===== config.mk =====
export PLATFORM = sky130hd
export DESIGN_NAME = flow_row_column_layout
export DESIGN_NICKNAME = d
export VERILOG_FILES = /design/src/design/frcl_pkg.sv /design/src/design/frcl_step.sv /design/src/design/flow_row_column_layout.sv
export SDC_FILE = /design/constraint.sdc
export NUM_CORES = 1
export LEC_CHECK = 0
export ABC_AREA = 1
export BUFFER_PORTS_ARGS = -buffer_cell sky130_fd_sc_hd__buf_4
export CAP_MARGIN = 20
export CELL_PAD_IN_SITES_DETAIL_PLACEMENT = 1
export CELL_PAD_IN_SITES_GLOBAL_PLACEMENT = 2
export CORE_MARGIN = 1.5
export CORE_UTILIZATION = 32
export DETAILED_ROUTE_END_ITERATION = 16
export MAX_ROUTING_LAYER = met4
export PLACE_DENSITY = 0.83
export SLEW_MARGIN = 20
export SYNTH_ARGS = -nofsm -noshare
export SYNTH_HDL_FRONTEND = slang
export SYNTH_SLANG_ARGS = --single-unit

===== constraint.sdc =====
create_clock -name clk -period 7.24 [get_ports clk]
set_input_delay 1.81 -clock clk [delete_from_list [all_inputs] [get_ports clk]]
set_output_delay 1.81 -clock clk [all_outputs]
set_load 0.1 [all_outputs]

===== src/design/frcl_pkg.sv =====
`timescale 1ns / 1ps
// Shared types, mode codes, register addresses, a saturating add and a max helper for the
// flow/row/column layout block. No dependencies.
package frcl_pkg;

	localparam int unsigned DimW  = 16;
	localparam int unsigned AddrW = 3;

	localparam logic [1:0] MODE_FLOW  = 2'd0;
	localparam logic [1:0] MODE_ROW   = 2'd1;
	localparam logic [1:0] MODE_COL   = 2'd2;
	localparam logic [1:0] MODE_SPARE = 2'd3;

	localparam logic REG_LAYOUT_MODE = 1'b0;
	localparam logic REG_INNER_WIDTH = 1'b1;

	typedef logic [DimW-1:0] dim_t;

	typedef struct packed {
		dim_t child_width;
		dim_t child_height;
		logic is_absolute;
		logic is_last_child;
	} item_t;

	typedef struct packed {
		dim_t offset_x;
		dim_t offset_y;
		dim_t used_width;
		dim_t used_height;
		logic is_final;
	} result_t;

	typedef struct packed {
		dim_t cursor_x;
		dim_t cursor_y;
		dim_t line_height;
		dim_t extent_width;
		dim_t extent_height;
	} state_t;

	function automatic dim_t sat_add(input dim_t a, input dim_t b);
		logic [DimW:0] s;
		s = {1'b0, a} + {1'b0, b};
		return s[DimW] ? {DimW{1'b1}} : s[DimW-1:0];
	endfunction

	function automatic dim_t max_dim(input dim_t a, input dim_t b);
		return (a > b) ? a : b;
	endfunction

endpackage


===== src/design/frcl_step.sv =====
`timescale 1ns / 1ps
// Placement of one child against the running layout state: offset, next state
// and running content size. Depends on frcl_pkg.
module frcl_step (
	input  frcl_pkg::item_t   item,
	input  frcl_pkg::state_t  cur,
	input  logic [1:0]        layout_mode,
	input  frcl_pkg::dim_t    inner_width,
	output frcl_pkg::state_t  nxt,
	output frcl_pkg::result_t res
);
	import frcl_pkg::*;

	logic [DimW:0] reach;
	logic          wrap;
	dim_t          flow_cx;
	dim_t          flow_cy;
	dim_t          flow_lh;
	state_t        placed;
	state_t        upd;
	logic          flow;
	dim_t          ox;
	dim_t          oy;

	always_comb begin
		reach   = {1'b0, cur.cursor_x} + {1'b0, item.child_width};
		wrap    = reach > {1'b0, inner_width};
		flow_cx = wrap ? '0 : cur.cursor_x;
		flow_lh = wrap ? '0 : cur.line_height;
		flow_cy = (wrap && (cur.cursor_x != '0)) ? sat_add(cur.cursor_y, cur.line_height)
			: cur.cursor_y;
	end

	always_comb begin
		placed = cur;
		flow   = 1'b0;
		ox     = cur.cursor_x;
		oy     = cur.cursor_y;
		case (layout_mode)
			MODE_ROW: begin
				placed.cursor_y      = sat_add(cur.cursor_y, item.child_height);
				placed.extent_height = sat_add(cur.extent_height, item.child_height);
				placed.extent_width  = max_dim(cur.extent_width, item.child_width);
			end
			MODE_COL: begin
				placed.cursor_x      = sat_add(cur.cursor_x, item.child_width);
				placed.extent_width  = sat_add(cur.extent_width, item.child_width);
				placed.extent_height = max_dim(cur.extent_height, item.child_height);
			end
			default: begin
				flow                 = 1'b1;
				ox                   = flow_cx;
				oy                   = flow_cy;
				placed.cursor_x      = sat_add(flow_cx, item.child_width);
				placed.cursor_y      = flow_cy;
				placed.line_height   = max_dim(flow_lh, item.child_height);
				placed.extent_width  = max_dim(cur.extent_width, placed.cursor_x);
				placed.extent_height = max_dim(cur.extent_height, flow_cy);
			end
		endcase
	end

	always_comb begin
		upd = item.is_absolute ? cur : placed;
		res.offset_x    = item.is_absolute ? '0 : ox;
		res.offset_y    = item.is_absolute ? '0 : oy;
		res.used_width  = upd.extent_width;
		res.used_height = flow ? sat_add(upd.extent_height, upd.line_height)
			: upd.extent_height;
		res.is_final    = item.is_last_child;
		nxt = item.is_last_child ? '0 : upd;
	end

endmodule


===== src/design/flow_row_column_layout.sv =====
`timescale 1ns / 1ps
// Top level of the flow/row/column child layout block: input stage, layout
// state, result stage and register port. Depends on frcl_pkg and frcl_step.
//
// Channel   Dir  Handshake                 Payload
// s_*       in   s_tvalid / s_tready       tdata width,height; tuser absolute; tlast last
// m_*       out  m_tvalid / m_tready       tdata offsets, content size; tlast final
// APB       in   psel, penable, pwrite     layout_mode at 0x0, container_inner_width at 0x4
//
// One child per cycle sustained while the output is not stalled; results pass through
// the input and result stages, and the loop through the layout state sets that rate.
// Reset sets flow mode and all-ones inner width, clears layout state and both valids.
// A stalled output holds the result stage; an empty input stage takes one more child.
module flow_row_column_layout (
	input  logic                       clk,
	input  logic                       arst_n,
	input  logic                       s_tvalid,
	output logic                       s_tready,
	input  logic [31:0]                s_tdata,   // child_width, child_height
	input  logic                       s_tuser,   // is_absolute
	input  logic                       s_tlast,   // is_last_child
	output logic                       m_tvalid,
	input  logic                       m_tready,
	output logic [63:0]                m_tdata,   // offset_x, offset_y, used_width, used_height
	output logic                       m_tlast,   // is_final
	input  logic                       psel,
	input  logic                       penable,
	input  logic                       pwrite,
	input  logic [frcl_pkg::AddrW-1:0] paddr,
	input  logic [31:0]                pwdata,
	output logic [31:0]                prdata,
	output logic                       pready
);
	import frcl_pkg::*;

	logic [1:0] layout_mode_q;
	dim_t       inner_width_q;
	state_t     state_q;
	state_t     state_nxt;
	item_t      item_s1;
	logic       valid_s1;
	result_t    res_comb;
	result_t    result_s2;
	logic       valid_s2;
	logic       adv_s1;
	logic       cfg_wr;

	assign pready = 1'b1;
	assign cfg_wr = psel && penable && pwrite;

	always_ff @(posedge clk or negedge arst_n) begin
		if (!arst_n) begin
			layout_mode_q <= MODE_FLOW;
			inner_width_q <= '1;
		end else if (cfg_wr) begin
			case (paddr[2])
				REG_LAYOUT_MODE: layout_mode_q <= pwdata[1:0];
				REG_INNER_WIDTH: inner_width_q <= pwdata[DimW-1:0];
				default: ;
			endcase
		end
	end

	always_comb begin
		case (paddr[2])
			REG_LAYOUT_MODE: prdata = {30'd0, layout_mode_q};
			REG_INNER_WIDTH: prdata = {16'd0, inner_width_q};
			default:         prdata = '0;
		endcase
	end

	assign adv_s1   = valid_s1 && (!valid_s2 || m_tready);
	assign s_tready = !valid_s1 || adv_s1;

	always_ff @(posedge clk or negedge arst_n) begin
		if (!arst_n) begin
			valid_s1 <= 1'b0;
		end else if (s_tready) begin
			valid_s1 <= s_tvalid;
		end
	end

	always_ff @(posedge clk) begin
		if (s_tvalid && s_tready) begin
			item_s1 <= '{child_width: s_tdata[15:0], child_height: s_tdata[31:16],
				is_absolute: s_tuser, is_last_child: s_tlast};
		end
	end

	frcl_step u_step (
		.item        (item_s1),
		.cur         (state_q),
		.layout_mode (layout_mode_q),
		.inner_width (inner_width_q),
		.nxt         (state_nxt),
		.res         (res_comb)
	);

	always_ff @(posedge clk or negedge arst_n) begin
		if (!arst_n) begin
			state_q  <= '0;
			valid_s2 <= 1'b0;
		end else begin
			if (adv_s1) begin
				state_q <= state_nxt;
			end
			if (adv_s1) begin
				valid_s2 <= 1'b1;
			end else if (m_tready) begin
				valid_s2 <= 1'b0;
			end
		end
	end

	always_ff @(posedge clk) begin
		if (adv_s1) begin
			result_s2 <= res_comb;
		end
	end

	assign m_tvalid = valid_s2;
	assign m_tdata  = {result_s2.used_height, result_s2.used_width,
		result_s2.offset_y, result_s2.offset_x};
	assign m_tlast  = result_s2.is_final;

endmodule


# Word level (Yosys, flattened, before mapping)
# Cells that the tools add are included.
op_classes:
  add_sub_neg: 7
  order_cmp: 6
  eq_ne: 5
  muxes: 27
  bitwise: 1
  n_reduce_logical: 16
op_table:
  columns: ["op", "count"]
  rows:
  - ["2-to-1 mux 16 bit", 19]
  - ["2-to-1 mux 80 bit", 2]
  - ["case mux 32 bit (2 select lines)", 2]
  - ["adder 16 x 16 -> 17 bit", 7]
  - ["> comparator 16 bit", 5]
  - ["case mux 16 bit (2 select lines)", 2]
  - ["> comparator 17 x 16 -> 1 bit", 1]
  - ["nonzero test 16 bit", 1]
  - ["inequality test 2 bit, second input constant", 3]
  - ["AND reduction 3 bit", 2]
  - ["logical AND 1 bit", 5]
  - ["AND reduction 2 bit", 2]
  - ["equality test 2 x 1 -> 1 bit, second input constant", 1]
  - ["equality test 2 bit, second input constant", 1]
  - ["zero test 1 bit", 2]
  - ["logical OR 1 bit", 2]
  - ["2-to-1 mux 1 bit", 2]
  - ["nonzero test 2 bit", 1]
  - ["OR reduction 2 bit", 1]
  - ["NOT 1 bit", 1]
totals:
  ff_bits: 199
  inputBits: 76
  out_inout_bits: 100
  wordCells: 80

# Logic depth before layout (Yosys ltp)
# Gate-level depths: netlist (run 1).
depth:
  depth_word: 12
  mapped_depth: 57
  mapped_depth_nobuf: 56

# Hierarchy
# A second synthesis (run 1) with hierarchy kept.
hier_totals:
  hier_cells: 2983
  hier_area_um2: 20145.6
modules_own_cells:
  columns: ["mod", "n_inst", "cells_per_inst", "area_per_inst_um2"]
  rows:
  - ["frcl_step", 1, 2399, 13081.3]
  - ["flow_row_column_layout", 1, 584, 7064.3]

# Worst setup path before layout (run 1)
# OpenSTA, ideal clock, no wires.
synth_timing:
  path_type: "register to register"
  startpoint: "reg item_s1[20] (netlist bit)"
  endpoint: "reg result_s2 (netlist bit m_tdata[34]) (data pin)"
  setup_time_ns: 0.263
  arrival_time_ns: 7.699
  setup_slack_ns: -0.722
  stages_incl_launch_ff: 53
  path_buffers: 2
  period_less_slack_ns: 7.962
  path_cell_list: "edfxtp_1 -> ha_1 -> nand3_1 -> nand2_1 -> a21oi_1 -> o21bai_1 -> nand2_1 -> nand2_1 -> a21oi_1 -> o21ai_0 -> a21oi_1 -> o21bai_1 -> nand3_1 -> nand2_1 -> a21oi_1 -> o21bai_1 -> xor2_1 -> inv_1 -> [17 not listed] -> inv_1 -> o21ai_0 -> inv_1 -> or2_2 -> nand3_1 -> inv_1 -> ha_1 -> nand2_1 -> nor4b_1 -> nand2_1 -> o211a_1 -> o21ai_0 -> nand2_1 -> clkbuf_1 -> o21ai_0 -> a21oi_1 -> o21ai_0 -> nand2_1"
synth_lines:
  columns: ["element", "line_no", "text"]
  rows:
  - ["start: declaration", "flow_row_column_layout.sv:40", "item_t item_s1;"]
  - ["start signal: assignment", "flow_row_column_layout.sv:85", "item_s1 <= '{child_width: s_tdata[15:0], child_height: s_tdata[31:16],"]
  - ["end signal: assignment", "flow_row_column_layout.sv:117", "result_s2 <= res_comb;"]
  - ["end: declaration", "flow_row_column_layout.sv:43", "result_t result_s2;"]

==> results of run 1 <==
==> sequential cells by signal (all words and copies together), names as in the netlist <==
name	flops
state_q	80
m_tdata	64
item_s1	34
inner_width_q	16
layout_mode_q	2
m_tlast	1
m_tvalid	1
valid_s1	1
==> cell type report <==
type,instances,area share
Clock buffer,20,0.0184
Multi-Input combinational cell,1677,0.492
Inverter,329,0.0530
Tap cell,688,0.0362
Timing Repair Buffer,478,0.164
Sequential cell,199,0.231
Clock inverter,12,0.00641
==> synthesized netlist by cell type, types with 23 or more instances <==
cell type / n
clkbuf_1: 62
ha_1: 207
nand3_1: 97
xor2_1: 54
nand2_1: 381
edfxtp_1: 99
inv_1: 320
o22ai_1: 42
nor2_2: 23
o21ai_0: 242
a21oi_1: 242
nor2_1: 173
dfrtp_1: 84
==> worst max-delay path by stage <==
| stage | startpoint | to | slack [ns] | cells past startpoint |
|---|---|---|---|---|
| 6_report | item_s1[20]$_DFFE_PP_ | m_tdata[58]$_DFFE_PP_ | -0.61 | 53 |
| 4_1_cts | item_s1[20]$_DFFE_PP_ | state_q[20]$_DFFE_PN0P_ | -0.48 | 54 |
| 3_5_place_dp | item_s1[20]$_DFFE_PP_ | state_q[16]$_DFFE_PN0P_ | -1.12 | 55 |
| 2_1_floorplan | item_s1[20]$_DFFE_PP_ | m_tdata[36]$_DFFE_PP_ | 0.002 | 52 |
| 5_1_grt | item_s1[20]$_DFFE_PP_ | state_q[22]$_DFFE_PN0P_ | -1.05 | 56 |
| 3_3_place_gp | item_s1[20]$_DFFE_PP_ | m_tdata[58]$_DFFE_PP_ | -0.84 | 54 |
==> worst max-delay path: cells and delay by family, from the launching register on <==
family | cells | cell delay [ns]
AND/OR/NAND/NOR | 16 | 1.58
flip-flops | 1 | 0.43
adder cells (fa/ha/maj) | 4 | 1.11
XOR/XNOR | 1 | 0.16
AO/OA/AOI/OAI | 17 | 2.42
buffers and inverters | 15 | 1.85
==> through the flow <==
stage          area, um2  hold slack [ns]  setup slack (ns)
2_1_floorplan      17400            0.466           0.00184
3_3_place_gp       20800            0.488            -0.841
3_5_place_dp       20800            0.498             -1.12
4_1_cts            22900            0.508            -0.484
5_1_grt            23800            0.521             -1.05
6_report           23800            0.502            -0.611
==> what timing repair did <==
action                     4_1_cts  5_1_grt
setup endpoints to repair       48       49
gates cloned                     6        0
gates resized for setup        269      168
pin swaps                       97       70
setup buffers                   53       28
==> cell families after synthesis <==
logic type / synth area share
flip-flops: 0.319
buffers and inverters: 0.0963
AO/OA/AOI/OAI: 0.203
AND/OR/NAND/NOR: 0.189
adder cells (fa/ha/maj): 0.159
XOR/XNOR: 0.0331
other: 0.000436
==> per-layer routing <==
metal	track usage	part of all wire	vias to the layer above
met5	-	0	-
met4	0.0687	0.018	0
met3	0.0389	0.046	73
met2	0.401	0.46	388
met1	0.352	0.48	8936
li1	-	-	8499
==> results.yml, run 1 <==
clocking:
  ctsRootBufferMaster: "clkbuf_16"
  path_clk_slew_ns: 0.08
  h-tree-depth: 4
  tritoncts: "built"
  holdBufCountCts: 0
  cts_max_path_buffers: 2
  clk_latency_ns: 0.53
  cts_sinks: 199
  numCtsBuffers: 17
synth:
  synth_cell_types: 63
  avgSynthCellArea_um2: 7.54
  synthesis.instances: 2283
  synth_top_cell_by_area: "edfxtp_1"
  yosys.area.top_type_share: 0.173
  yosys_warnings: 0
  synth_area_leaders: "edfxtp_1 (17%), ha_1 (15%), dfrtp_1 (12%)"
  synth_ff_type: "edfxtp_1"
  synth_seq_cells: 199
  synthArstFlopShare: 0.503
  synth_edf_count: 99
  yosysSeqAreaShare: 0.319
  synthesis.area_um2: 17200
grt:
  antenna_found_initial: 0
  grt_pass1_wl_mm: 108
  grt_max_degree: 62
  gr-total-overflow: 0
  grt_pass1_vias: 18694
  grt_usage: 0.259
critical_path:
  rr_endpoint: "m_tdata[58]$_DFFE_PP_"
  endpoint_kind: "flip-flop"
  rr_startpoint: "item_s1[20]$_DFFE_PP_"
  slowest_delay_ns: 0.58
  reg2reg_setup_slack_ns: -0.61
  cp.arrival_ns: 8.13
  rr_worst_depth: 53
  path_class: "flip-flop to flip-flop"
  cp_slowest_cell: "a2111oi_4"
  required_ns: 7.52
  cp_max_fo: 7
  critPathLaunchType: "flip-flop"
finish:
  final_common_cell: "buf_4"
  layout_common_cells: "buf_4 (447), nand2_1 (343), inv_1 (292)"
  syn2layout_area_growth_pct: 38.3
  drive_gt1_frac: 0.320
  multi_input_area_um2: 11700
  seqCellArea_um2: 5500
  nets: 2992
  num_antenna_cells: 0
  fill_cells: 6313
  utilization: 0.450
  layout.cells.non_filler: 3403
die:
  num_rows: 84
  floorplan.initialDensity: 0.326
  pin_count: 176
  fp.dieW_um: 235
  coreArea_um2: 52900
  dieArea_um2: 55200
  die_h_um: 235
timing:
  relSlewSlack: 0.245
  slew_violations: 0
  finalCriticalPeriod_ns: 7.85
  tightest_slew_ns: 1.13
  fmax_mhz: 127
  final_hold_viol_count: 0
  period_share: 1.08
  fin_tns_setup_ns: -23.70
  fin_worst_skew_ns: 0.0167
  rsz0062_at_grt: "true"
  setup_violations: 48
  setup_slack_ns: -0.611
run_status:
  failed_checks: "setup timing"
  status: "complete, but fails checks"
placed_design:
  dp.cells: 3290
  place.gp.congestion: 0.935
  portBuffers: 140
  dp_hpwl_mm: 50.0
drt:
  drtIter0Drc: 1113
  wl_mm: 70.3
  vias: 17896
  first_pass_iters: 5
  routedWlPerCell_um: 20.7
  ant_nets: 0
  via_per_inst: 5.26
  drcViolationCount: 0
run:
  maxCapViolations: 0
worst_hold_path:
  worstHoldStart: "inner_width_q[13]$_DFFE_PN1P_"
  hold_depth: 2
  hold_path_class: "flip-flop to flip-flop"
  holdPathEnd: "inner_width_q[13]$_DFFE_PN1P_"
Power of run 1 is not shown: default switching activity piles up to over one toggle a cycle in this logic, so the estimate is an artifact.
==> run 2, diff against run 1 <==
Settings changed: SKIP_CTS_REPAIR_TIMING set to 1.
==> results.yml, run 2 (synthesized netlist as in run 1, its figures left out) <==
grt:
  grt_pass1_wl_mm: 101
  antenna_found_initial: 2
  gr-total-overflow: 0
  grt_usage: 0.243
  grt_max_degree: 62
  grt_pass1_vias: 17696
drt:
  first_pass_iters: 5
  vias: 17475
  drtIter0Drc: 1123
  drcViolationCount: 0
  ant_nets: 0
  routedWlPerCell_um: 20.2
  wl_mm: 67.7
  via_per_inst: 5.21
die:
  floorplan.initialDensity: 0.326
  dieArea_um2: 55200
  fp.dieW_um: 235
  pin_count: 176
  num_rows: 84
  coreArea_um2: 52900
  die_h_um: 235
timing:
  final_hold_viol_count: 0
  setup_violations: 48
  finalHoldWorstSlack_ns: 0.504
  fmax_mhz: 127
  rsz0062_at_grt: "true"
  tightest_slew_ns: 1.12
  relSlewSlack: 0.253
  period_share: 1.09
  fin_worst_skew_ns: 0.0157
  slew_violations: 0
  finalCriticalPeriod_ns: 7.88
  setup_slack_ns: -0.644
critical_path:
  cp.arrival_ns: 8.17
  path_class: "flip-flop to flip-flop"
  required_ns: 7.52
  slowest_delay_ns: 0.43
  critPathLaunchType: "flip-flop"
  cp_max_fo: 7
  endpoint_kind: "flip-flop"
  cp_slowest_cell: "edfxtp_1"
finish:
  regMostFlops: "state_q"
  layout_common_cells: "buf_4 (408), nand2_1 (356), inv_1 (301)"
  drive_gt1_frac: 0.273
  final_common_cell: "buf_4"
  nets: 2944
  layout.cells.non_filler: 3356
  largest_reg_flops: 80
  final_area_um2: 22700
  syn2layout_area_growth_pct: 31.9
worst_hold_path:
  hold_path_class: "flip-flop to flip-flop"
clocking:
  h-tree-depth: 4
  cts_max_path_buffers: 2
  path_clk_slew_ns: 0.08
  ctsRootBufferMaster: "clkbuf_16"
  clk_latency_ns: 0.52
  cts_sinks: 199
  tritoncts: "built"
  numCtsBuffers: 17
placed_design:
  dp_slack_ns: -1.12
  dpl_cell_area_um2: 20800
  portBuffers: 140
  dp_hpwl_mm: 50.0
  place.gp.congestion: 0.935
  dp.cells: 3290
run_status:
  failed_checks: "setup timing"
  status: "complete, but fails checks"
run:
  maxCapViolations: 0
## run 2: cell count changes in the layout (fill, tap and decap cells not counted), sizes merged
cell / previous run / this run
bufbuf: 2 / 0
clkinvlp: 3 / 4
buf: 476 / 426
diode: 0 / 1
clkbuf: 20 / 24
clkinv: 12 / 11
## run 2: worst max-delay path, delay by kind of cell (launching register included)
kind | cells | cell delay (ns)
AO/OA/AOI/OAI | 18 | 2.50
AND/OR/NAND/NOR | 17 | 1.94
adder cells (fa/ha/maj) | 5 | 1.48
buffers and inverters | 10 | 1.06
flip-flops | 1 | 0.43
XOR/XNOR | 1 | 0.19
## run 2: final timing paths
check | from | to | slack (ns) | cells past startpoint
max | item_s1[20]$_DFFE_PP_ | m_tdata[37]$_DFFE_PP_ | -0.64 | 51
min in group asynchronous | arst_n | layout_mode_q[1]$_DFFE_PN0P_ | 1.44 | 1
max reg2reg | item_s1[20]$_DFFE_PP_ | m_tdata[37]$_DFFE_PP_ | -0.64 | 51
max in group asynchronous | arst_n | state_q[3]$_DFFE_PN0P_ | 4.57 | 2
min reg2reg | inner_width_q[13]$_DFFE_PN1P_ | inner_width_q[13]$_DFFE_PN1P_ | 0.50 | 2
min | inner_width_q[13]$_DFFE_PN1P_ | inner_width_q[13]$_DFFE_PN1P_ | 0.50 | 2
## run 2: routing by layer
layer	share of wire	global-route usage	vias to the layer above
met5	0	-	-
met4	0.019	0.0649	0
met3	0.048	0.0423	71
met2	0.45	0.364	362
met1	0.49	0.336	8638
li1	-	-	8404
## run 2: final cells by class
class / instances / area [um2]
multi-input cells: 1677 / 11100
well taps: 688 / 861
inverters: 329 / 1250
diodes: 1 / 2.50
clock inverters: 12 / 153
flip-flops and latches: 199 / 5500
repair buffers: 430 / 3430
clock buffers: 20 / 437
fillers: 6417 / 30200
## run 2: metrics by stage
stage | TNS (ns) | utilization
4_1_cts | -54.00 | 0.405
6_report | -26.06 | 0.429
5_1_grt | -51.99 | 0.429
3_3_place_gp | -35.79 | 0.394
3_5_place_dp | -50.58 | 0.394
2_1_floorplan | 0 | -
Power of run 2 is left out for the same reason.
